### src/srfb_pkg.sv
// Shared package for the shade radio frame builder.
// Holds frame kinds, register indexes, CRC constants, the queue entry type and
// the template and CRC functions used by the front, queue and back modules.
`default_nettype none

package srfb_pkg;

	localparam int PAYLOAD_BYTES_DEF = 32;
	localparam int FIDX_W            = 5;
	localparam int CFG_IDX_W         = 1;

	localparam logic [15:0] CRC_INIT = 16'hFFFF;
	localparam logic [15:0] CRC_POLY = 16'h755B;
	localparam logic [7:0]  PAD_BYTE = 8'h55;

	localparam logic [1:0] KIND_COMMAND   = 2'd0;
	localparam logic [1:0] KIND_GROUP     = 2'd1;
	localparam logic [1:0] KIND_DUPLICATE = 2'd2;
	localparam logic [1:0] KIND_FAVORITE  = 2'd3;

	localparam logic [CFG_IDX_W-1:0] REG_RADIO_CODE    = 1'b0;
	localparam logic [CFG_IDX_W-1:0] REG_SHADE_CHANNEL = 1'b1;

	typedef struct packed {
		logic [1:0] kind;
		logic [7:0] action;
		logic [7:0] ctr;
		logic [7:0] nonce;
	} frame_req_t;

	function automatic logic [FIDX_W-1:0] frame_len(input logic [1:0] kind);
		logic [FIDX_W-1:0] len;
		case (kind)
			KIND_COMMAND:   len = 5'd21;
			KIND_GROUP:     len = 5'd14;
			KIND_DUPLICATE: len = 5'd22;
			default:        len = 5'd19;
		endcase
		return len;
	endfunction

	function automatic logic [15:0] crc_byte(input logic [15:0] crc, input logic [7:0] b);
		logic [15:0] c;
		c = crc ^ {b, 8'h00};
		for (int k = 0; k < 8; k++) begin
			c = c[15] ? ((c << 1) ^ CRC_POLY) : (c << 1);
		end
		return c;
	endfunction

	function automatic logic [7:0] frame_byte(
		input logic [1:0]        kind,
		input logic [FIDX_W-1:0] idx,
		input logic [31:0]       rc,
		input logic [7:0]        chan,
		input logic [7:0]        action,
		input logic [7:0]        ctr,
		input logic [7:0]        nonce
	);
		logic [7:0] b;
		b = 8'h00;
		case (kind)
			KIND_COMMAND: begin
				case (idx)
					5'd0:  b = rc[7:0];
					5'd1:  b = rc[15:8];
					5'd2:  b = 8'hC0;
					5'd3:  b = 8'h11;
					5'd4:  b = 8'h00;
					5'd5:  b = 8'h05;
					5'd6:  b = ctr;
					5'd7:  b = 8'hFF;
					5'd8:  b = 8'hFF;
					5'd9:  b = rc[23:16];
					5'd10: b = rc[31:24];
					5'd11: b = 8'h86;
					5'd12: b = 8'h06;
					5'd13: b = nonce;
					5'd14: b = chan;
					5'd15: b = 8'h00;
					5'd16: b = rc[23:16];
					5'd17: b = rc[31:24];
					5'd18: b = 8'h52;
					5'd19: b = action;
					default: b = 8'h00;
				endcase
			end
			KIND_GROUP: begin
				case (idx)
					5'd0:  b = rc[7:0];
					5'd1:  b = rc[15:8];
					5'd2:  b = 8'hC0;
					5'd3:  b = 8'h0A;
					5'd4:  b = 8'h40;
					5'd5:  b = 8'h05;
					5'd6:  b = ctr;
					5'd7:  b = 8'hFF;
					5'd8:  b = 8'hFF;
					5'd9:  b = rc[23:16];
					5'd10: b = rc[31:24];
					5'd11: b = 8'h08;
					5'd12: b = chan;
					5'd13: b = action;
					default: b = 8'h00;
				endcase
			end
			KIND_DUPLICATE: begin
				case (idx)
					5'd0:  b = 8'hFF;
					5'd1:  b = 8'hFF;
					5'd2:  b = 8'hC0;
					5'd3:  b = 8'h12;
					5'd4:  b = 8'h80;
					5'd5:  b = 8'h0D;
					5'd6:  b = ctr;
					5'd7:  b = 8'hFF;
					5'd8:  b = 8'hFF;
					5'd9:  b = 8'h06;
					5'd10: b = 8'h03;
					5'd11: b = 8'h20;
					5'd12: b = 8'h05;
					5'd13: b = 8'h12;
					5'd14: b = 8'h03;
					5'd15: b = 8'hAC;
					5'd16: b = 8'h56;
					5'd17: b = rc[15:8];
					5'd18: b = rc[7:0];
					5'd19: b = rc[23:16];
					5'd20: b = rc[31:24];
					5'd21: b = 8'hC8;
					default: b = 8'h00;
				endcase
			end
			default: begin
				case (idx)
					5'd0:  b = rc[7:0];
					5'd1:  b = rc[15:8];
					5'd2:  b = 8'hC0;
					5'd3:  b = 8'h0F;
					5'd4:  b = 8'h00;
					5'd5:  b = 8'h05;
					5'd6:  b = ctr;
					5'd7:  b = 8'hFF;
					5'd8:  b = 8'hFF;
					5'd9:  b = rc[23:16];
					5'd10: b = rc[31:24];
					5'd11: b = 8'h86;
					5'd12: b = 8'h04;
					5'd13: b = nonce;
					5'd14: b = rc[23:16];
					5'd15: b = rc[31:24];
					5'd16: b = 8'h63;
					5'd17: b = 8'h49;
					default: b = 8'h00;
				endcase
			end
		endcase
		return b;
	endfunction

endpackage

`default_nettype wire

### src/shade_radio_frame_builder.sv
// Top level of the shade radio frame builder: configuration registers and wiring
// of front, request queue and back. Depends on srfb_pkg, srfb_front, srfb_queue
// and srfb_back.
//
// Channel   Direction  Handshake             Payload
// in        input      in_valid / in_stall   req_type, action_code, random_byte
// out       output     out_valid / out_stall out_byte, last_byte
// cfg       input      cfg_we                cfg_index, cfg_data
//
// Each request yields PAYLOAD_BYTES output transactions, one byte per cycle while
// the output is not stalled; the back end's byte counter sets that figure. A
// two-entry queue lets the front take requests while a payload is still being
// sent. Reset clears the sequence counter, queue, byte counter and configuration
// registers. A stall on the output holds the current byte and pauses the
// payload; the input stalls only while the queue is full.
`default_nettype none

module shade_radio_frame_builder #(
	parameter int PAYLOAD_BYTES = srfb_pkg::PAYLOAD_BYTES_DEF
) (
	input  wire logic                           clk,
	input  wire logic                           arst_n,
	input  wire logic                           in_valid,
	output logic                                in_stall,
	input  wire logic [1:0]                     req_type,
	input  wire logic [7:0]                     action_code,
	input  wire logic [7:0]                     random_byte,
	output logic                                out_valid,
	input  wire logic                           out_stall,
	output logic [7:0]                          out_byte,
	output logic                                last_byte,
	input  wire logic                           cfg_we,
	input  wire logic [srfb_pkg::CFG_IDX_W-1:0] cfg_index,
	input  wire logic [31:0]                    cfg_data
);

	logic [31:0] radio_code_q;
	logic [7:0]  shade_channel_q;

	logic                 push;
	logic                 pop;
	logic                 q_full;
	logic                 q_nonempty;
	srfb_pkg::frame_req_t push_entry;
	srfb_pkg::frame_req_t q_head;

	always_ff @(posedge clk or negedge arst_n) begin
		if (!arst_n) begin
			radio_code_q    <= 32'd0;
			shade_channel_q <= 8'd0;
		end else if (cfg_we) begin
			case (cfg_index)
				srfb_pkg::REG_RADIO_CODE:    radio_code_q    <= cfg_data;
				srfb_pkg::REG_SHADE_CHANNEL: shade_channel_q <= cfg_data[7:0];
				default: ;
			endcase
		end
	end

	srfb_front u_front (
		.clk         (clk),
		.arst_n      (arst_n),
		.in_valid    (in_valid),
		.in_stall    (in_stall),
		.req_type    (req_type),
		.action_code (action_code),
		.random_byte (random_byte),
		.q_full      (q_full),
		.push        (push),
		.push_entry  (push_entry)
	);

	srfb_queue u_queue (
		.clk        (clk),
		.arst_n     (arst_n),
		.push       (push),
		.push_entry (push_entry),
		.pop        (pop),
		.full       (q_full),
		.nonempty   (q_nonempty),
		.head       (q_head)
	);

	srfb_back #(
		.PAYLOAD_BYTES (PAYLOAD_BYTES)
	) u_back (
		.clk           (clk),
		.arst_n        (arst_n),
		.q_nonempty    (q_nonempty),
		.q_head        (q_head),
		.pop           (pop),
		.radio_code    (radio_code_q),
		.shade_channel (shade_channel_q),
		.out_valid     (out_valid),
		.out_stall     (out_stall),
		.out_byte      (out_byte),
		.last_byte     (last_byte)
	);

endmodule

`default_nettype wire

### src/srfb_front.sv
// Front end of the shade radio frame builder: accepts requests and tags them.
// Assigns the rolling sequence counter and nonce; depends on srfb_pkg.
`default_nettype none

module srfb_front (
	input  wire logic               clk,
	input  wire logic               arst_n,
	input  wire logic               in_valid,
	output logic                    in_stall,
	input  wire logic [1:0]         req_type,
	input  wire logic [7:0]         action_code,
	input  wire logic [7:0]         random_byte,
	input  wire logic               q_full,
	output logic                    push,
	output srfb_pkg::frame_req_t    push_entry
);

	logic [7:0] ctr_q;

	assign in_stall = q_full;
	assign push     = in_valid && !q_full;

	always_comb begin
		push_entry.kind   = req_type;
		push_entry.action = action_code;
		push_entry.ctr    = ctr_q;
		push_entry.nonce  = ctr_q + 8'd1 + random_byte;
	end

	always_ff @(posedge clk or negedge arst_n) begin
		if (!arst_n) begin
			ctr_q <= 8'd0;
		end else if (push) begin
			ctr_q <= ctr_q + 8'd1;
		end
	end

	assert property (@(posedge clk) disable iff (!arst_n)
		push |=> ctr_q == $past(ctr_q) + 8'd1)
		else $error("Sequence counter did not advance on an accepted request.");

endmodule

`default_nettype wire

### src/srfb_queue.sv
// Two-entry request queue between the front and back of the frame builder.
// Stores srfb_pkg::frame_req_t entries; depends on srfb_pkg.
`default_nettype none

module srfb_queue (
	input  wire logic                 clk,
	input  wire logic                 arst_n,
	input  wire logic                 push,
	input  wire srfb_pkg::frame_req_t push_entry,
	input  wire logic                 pop,
	output logic                      full,
	output logic                      nonempty,
	output srfb_pkg::frame_req_t      head
);

	srfb_pkg::frame_req_t mem_q [2];
	logic                 wr_q;
	logic                 rd_q;
	logic [1:0]           cnt_q;

	assign full     = cnt_q == 2'd2;
	assign nonempty = cnt_q != 2'd0;
	assign head     = mem_q[rd_q];

	always_ff @(posedge clk) begin
		if (push) begin
			mem_q[wr_q] <= push_entry;
		end
	end

	always_ff @(posedge clk or negedge arst_n) begin
		if (!arst_n) begin
			wr_q  <= 1'b0;
			rd_q  <= 1'b0;
			cnt_q <= 2'd0;
		end else begin
			if (push) begin
				wr_q <= !wr_q;
			end
			if (pop) begin
				rd_q <= !rd_q;
			end
			if (push && !pop) begin
				cnt_q <= cnt_q + 2'd1;
			end else if (pop && !push) begin
				cnt_q <= cnt_q - 2'd1;
			end
		end
	end

	assert property (@(posedge clk) disable iff (!arst_n)
		!(push && full) && !(pop && !nonempty))
		else $error("Queue overflow or underflow.");

	assert property (@(posedge clk) disable iff (!arst_n)
		push && !pop |=> cnt_q == $past(cnt_q) + 2'd1)
		else $error("Queue count did not follow a lone push.");

endmodule

`default_nettype wire

### src/srfb_back.sv
// Back end of the shade radio frame builder: emits pad, body and CRC bytes.
// Walks one queued request per payload with a byte counter; depends on srfb_pkg.
`default_nettype none

module srfb_back #(
	parameter int PAYLOAD_BYTES = srfb_pkg::PAYLOAD_BYTES_DEF
) (
	input  wire logic                 clk,
	input  wire logic                 arst_n,
	input  wire logic                 q_nonempty,
	input  wire srfb_pkg::frame_req_t q_head,
	output logic                      pop,
	input  wire logic [31:0]          radio_code,
	input  wire logic [7:0]           shade_channel,
	output logic                      out_valid,
	input  wire logic                 out_stall,
	output logic [7:0]                out_byte,
	output logic                      last_byte
);

	localparam int PW = $clog2(PAYLOAD_BYTES);

	srfb_pkg::frame_req_t cur_q;
	logic                 active_q;
	logic [PW-1:0]        pos_q;
	logic [15:0]          crc_q;
	logic                 out_valid_q;
	logic [7:0]           out_byte_q;
	logic                 last_q;

	logic [PW-1:0] len_w;
	logic [PW-1:0] start_w;
	logic [PW-1:0] rel_w;
	logic          is_pad;
	logic          is_body;
	logic          at_last;
	logic          emit;
	logic [7:0]    body_b;
	logic [7:0]    next_b;

	always_comb begin
		len_w   = PW'(srfb_pkg::frame_len(cur_q.kind));
		start_w = PW'(PAYLOAD_BYTES - 2) - len_w;
		rel_w   = pos_q - start_w;
		is_pad  = pos_q < start_w;
		is_body = !is_pad && (rel_w < len_w);
		at_last = pos_q == PW'(PAYLOAD_BYTES - 1);
		body_b  = srfb_pkg::frame_byte(cur_q.kind, rel_w[srfb_pkg::FIDX_W-1:0], radio_code,
			shade_channel, cur_q.action, cur_q.ctr, cur_q.nonce);
		if (is_pad) begin
			next_b = srfb_pkg::PAD_BYTE;
		end else if (is_body) begin
			next_b = body_b;
		end else if (rel_w == len_w) begin
			next_b = crc_q[15:8];
		end else begin
			next_b = crc_q[7:0];
		end
	end

	assign emit      = active_q && (!out_valid_q || !out_stall);
	assign pop       = q_nonempty && (!active_q || (emit && at_last));
	assign out_valid = out_valid_q;
	assign out_byte  = out_byte_q;
	assign last_byte = last_q;

	always_ff @(posedge clk) begin
		if (pop) begin
			cur_q <= q_head;
		end
		if (emit) begin
			out_byte_q <= next_b;
			last_q     <= at_last;
		end
	end

	always_ff @(posedge clk or negedge arst_n) begin
		if (!arst_n) begin
			active_q    <= 1'b0;
			pos_q       <= '0;
			crc_q       <= srfb_pkg::CRC_INIT;
			out_valid_q <= 1'b0;
		end else begin
			if (emit) begin
				out_valid_q <= 1'b1;
				if (is_body) begin
					crc_q <= srfb_pkg::crc_byte(crc_q, body_b);
				end
				if (at_last) begin
					pos_q    <= '0;
					active_q <= 1'b0;
				end else begin
					pos_q <= pos_q + PW'(1);
				end
			end else if (out_valid_q && !out_stall) begin
				out_valid_q <= 1'b0;
			end
			if (pop) begin
				active_q <= 1'b1;
				pos_q    <= '0;
				crc_q    <= srfb_pkg::CRC_INIT;
			end
		end
	end

	assert property (@(posedge clk) disable iff (!arst_n)
		emit && at_last |=> pos_q == '0)
		else $error("Byte position did not wrap after the final byte.");

	assert property (@(posedge clk) disable iff (!arst_n)
		active_q && pos_q == '0 |-> crc_q == srfb_pkg::CRC_INIT)
		else $error("CRC not at its initial value at frame start.");

	assert property (@(posedge clk) disable iff (!arst_n)
		emit && !at_last |=> active_q)
		else $error("Frame ended before its final byte.");

endmodule

`default_nettype wire

### config.mk
export PLATFORM = sky130hd
export DESIGN_NAME = shade_radio_frame_builder
export DESIGN_NICKNAME = d
export VERILOG_FILES = /design/src/srfb_pkg.sv /design/src/shade_radio_frame_builder.sv /design/src/srfb_front.sv /design/src/srfb_queue.sv /design/src/srfb_back.sv
export SDC_FILE = /design/constraint.sdc
export NUM_CORES = 1
export LEC_CHECK = 0
export ABC_CLOCK_PERIOD_IN_PS = 6300
export BUFFER_PORTS_ARGS = -buffer_cell sky130_fd_sc_hd__clkbuf_2
export CELL_PAD_IN_SITES_DETAIL_PLACEMENT = 1
export CELL_PAD_IN_SITES_GLOBAL_PLACEMENT = 1
export CORE_MARGIN = 4
export CORE_UTILIZATION = 43
export DETAILED_ROUTE_END_ITERATION = 8
export HOLD_SLACK_MARGIN = 0.15
export PLACE_DENSITY_LB_ADDON = 0.2
export SETUP_SLACK_MARGIN = 0.1
export SLEW_MARGIN = 20
export SYNTH_ARGS = -nofsm -noshare
export SYNTH_HDL_FRONTEND = slang
export SYNTH_SLANG_ARGS = --single-unit
### constraint.sdc
create_clock -name clk -period 6.3 [get_ports clk]
set_clock_uncertainty 0.05 [all_clocks]
set_input_delay 0.63 -clock clk [delete_from_list [all_inputs] [get_ports clk]]
set_output_delay 0.63 -clock clk [all_outputs]
set_load 0.02 [all_outputs]
==> summary.txt <==
Outcome
  – Status: completed

Setup path
  – Max stage delay cell, worst path: nor3_1
  – Startpoint types: register
  – Worst path max stage delay: ~0.72 ns
  – Worst EP arrival: just over 6 ns
  – Req. time, crit path: roughly 6.6 ns
  – Reg2reg setup slack: 0.42 ns
  – CP endpoint kind: register
  – CP max FO: 10
  – WS Path Type: register to register
  – Critical path cell sequence: inv_1, ha_1, inv_1, ha_2, fa_1, xnor2_4, o21ai_1, nor3_1, nor2_1, a32o_1, o41a_1, o22ai_2, xor2_2, xnor3_2, xnor3_2, xnor2_1, or3_1, nand3_1

Yosys
  – Ys async rst share: 0.463
  – Synth cell types: between 80 and 90
  – Mux share of post-synthesis cell area: 0.102
  – Seq/Total Area, Yosys: 0.453
  – Main combinational cell family by area after synthesis: compound AO/OA/AOI/OAI gates
  – Post-synthesis compound-gate area fraction: 0.171
  – Adder-cell share of the synthesized area: 0.0392
  – Syn Nets: approximately 1000
  – Top_reg_cell synth: edfxtp_1
  – Synth Area in Simple Gates: 0.123
  – Post-Syn Instances: about 940
  – Cell area after synthesis: approximately 0.0099 mm^2
  – Synthesized area per cell: around 11 um^2
  – Register bit total from synthesis: 162
  – Synth warn: 0
  – Post-synth EDFFs: a little under 90
  – Synth Area in XOR/XNOR: 0.0751

Clock network
  – H-Tree Depth: 4
  – Post-CTS setup repair buffer count: 0
  – Root Buffer: clkbuf_16
  – CTS clk-pin slew, worst paths: 0.08 ns
  – Clock latency on the worst-skew pair: approximately 0.44 ns
  – CTS sink count: around 160
  – TritonCTS clock tree: built
  – CTS Buf Count: 17
  – Clk buf depth: 2

STA
  – Slew Limit Fails: 0
  – Max Clk Rate: about 170 MHz
  – Final worst-path cycle share: 0.934
  – Slew margin rel.: 0.376
  – RSZ-0062 raised after global routing: no
  – Final setup fails: 0
  – Setup ws final: approximately 0.42 ns
  – Setup TNS: 0 ns
  – Fin. Hold Viols: 0
  – Worst hold slack: 0.325 ns
  – Transition time of the tightest slew-check pin: roughly 0.93 ns
  – Crit path time final: between 5 and 6 ns

Final layout
  – Nets@finish: 1100
  – Non-filler cells, final: ~1300
  – Commonest non-fill, non-tap cell in the layout: edfxtp_1
  – Post-route cell area: roughly 0.011 mm^2
  – Layout Area Growth over Synthesis: 14.0%
  – Ant diodes: 0
  – Share of cells above drive strength 1: 0.247
  – Commonest non-fill, non-tap cells in the layout: edfxtp_1, nand2_1, mux2_2
  – Filler cells: approximately 2500

GRT
  – Initial antenna violation count: 0
  – Total GRT Usage: 0.258
  – Number of global-route vias before repair: approximately 8200
  – Largest net degree at the start of global routing: 40
  – First-pass GRT wire length: ~51000 um
  – Grt total ovfl: 0

Place
  – DP Area: approximately 0.011 mm^2
  – Detailed placer's ending HPWL: roughly 24000 um
  – PortBufs: 66
  – DP Cell Count: around 1300
  – GPL Wtd Cong: a little under 1
  – Placement-stage worst setup slack: about 0.53 ns

Drt
  – DR WL/cell: 25.0 um
  – Drt via density: ~6
  – Post-route DRC: 0
  – Final ANT Viol Nets: 0
  – Final WL: 32700 um
  – Detailed-router iteration count before antenna repair: 5
  – Total vias in the final route: roughly 8000
  – Initial DRC count: 699

Worst hold path
  – Hold Path Class: primary input to register

Die
  – Full die area: about 0.026 mm^2
  – Chip width: around 160 um
  – Cell Rows: 55
  – Initial core utilization: 0.438
  – DIE HEIGHT: 160 um
  – IO Pins: between 60 and 70
  – Core Box Area: ~0.023 mm^2

Pwr
  – Leak: 0.00446 uW
  – VDD IR max: 0.384 mV
  – Cell Pwr Density: about 600 mW/mm^2

Job
  – Maxcap violations: 0
layout make-up:
cell class | instances | area, um^2 | area share
multi-input cells | 701 | 5100 | 0.449
clock buffers | 17 | 425 | 0.0375
inverters | 24 | 95.1 | 0.00838
repair buffers | 108 | 651 | 0.0574
clock inverters | 15 | 206 | 0.0182
well taps | 285 | 357 | 0.0314
flip-flops and latches | 162 | 4510 | 0.398
report_power, final:
| group | total (uW) | switching [uW] | internal, uW |
|---|---|---|---|
| logic | 3990 | 2400 | 1590 |
| registers | 1730 | 227 | 1500 |
| clock network | 1120 | 537 | 582 |
| total | 6840 | 3160 | 3670 |
sequential cells by signal, summed over array words and instances, names as in the netlist:
register          flops
u_back.out_valid      1
shade_channel_q       8
u_queue.rd_q          1
u_front.ctr_q         8
u_queue.wr_q          1
radio_code_q         32
u_queue.mem_q        52
u_back.active_q       1
u_back.cur_q         26
u_back.crc_q         16
u_back.last_byte      1
u_queue.cnt_q         2
u_back.pos_q          5
u_back.out_byte       8
worst max-delay path: cells and delay by family, from the launching register on:
family | cells | cell delay [ns]
AND/OR/NAND/NOR | 4 | 1.20
buffers and inverters | 2 | 0.18
XOR/XNOR | 5 | 1.82
adder cells (fa/ha/maj) | 3 | 1.07
AO/OA/AOI/OAI | 4 | 1.05
flip-flops | 1 | 0.43
routing by layer:
layer | routed length [um] | share of wire | up-vias | track usage
li1 | - | - | 3660 | -
met1 | 14700 | 0.45 | 4023 | 0.357
met2 | 14900 | 0.46 | 286 | 0.403
met3 | 2030 | 0.062 | 68 | 0.0604
met4 | 1120 | 0.034 | 0 | 0.0868
met5 | 0 | 0 | - | 0
cell usage after synthesis, types with 16 or more instances:
master	number	share of area
dfrtp_1	59	0.15
o21ai_0	48	0.024
edfxtp_1	87	0.26
clkbuf_1	25	0.0094
buf_2	21	0.011
a31oi_1	19	0.012
xor2_1	19	0.017
nand3_1	43	0.022
ha_1	28	0.035
mux2i_1	21	0.021
inv_1	20	0.0075
o211ai_1	17	0.013
a21oi_1	60	0.030
xnor2_1	38	0.033
nand2_1	85	0.032
mux2_2	71	0.080
nor2_1	56	0.021
dfstp_2	16	0.042
stage by stage:
step | util | total power [uW]
5_1_grt | 0.500 | 7230
6_report | 0.500 | 6840
3_5_place_dp | 0.471 | 5620
3_3_place_gp | 0.471 | 5590
2_1_floorplan | - | 4500
4_1_cts | 0.500 | 6800
timing repair:
action,in CTS,in global routing
endpoints found under the hold margin,36,0
hold buffers,1,0
gates resized for setup,0,0
kinds of logic after synthesis:
logic type | count (synthesis)
compound gates | 252
xor+xnor | 69
fa+ha+maj | 30
buf+inv | 81
flops | 162
mux | 92
simple gates | 258
worst paths after layout:
path	from	end	depth (start not counted)
min in group asynchronous	arst_n	radio_code_q[28]	2
worst max-delay path	u_back.cur_q[25]	u_back.crc_q[5]	18
worst max register to register	u_back.cur_q[25]	u_back.crc_q[5]	18
worst min-delay path	action_code[2]	u_queue.mem_q[1][18]	1
max in group asynchronous	arst_n	u_back.pos_q[3]	3
worst min register to register	u_back.active_q	u_back.out_valid	1
(Power assumes the default switching activity.)
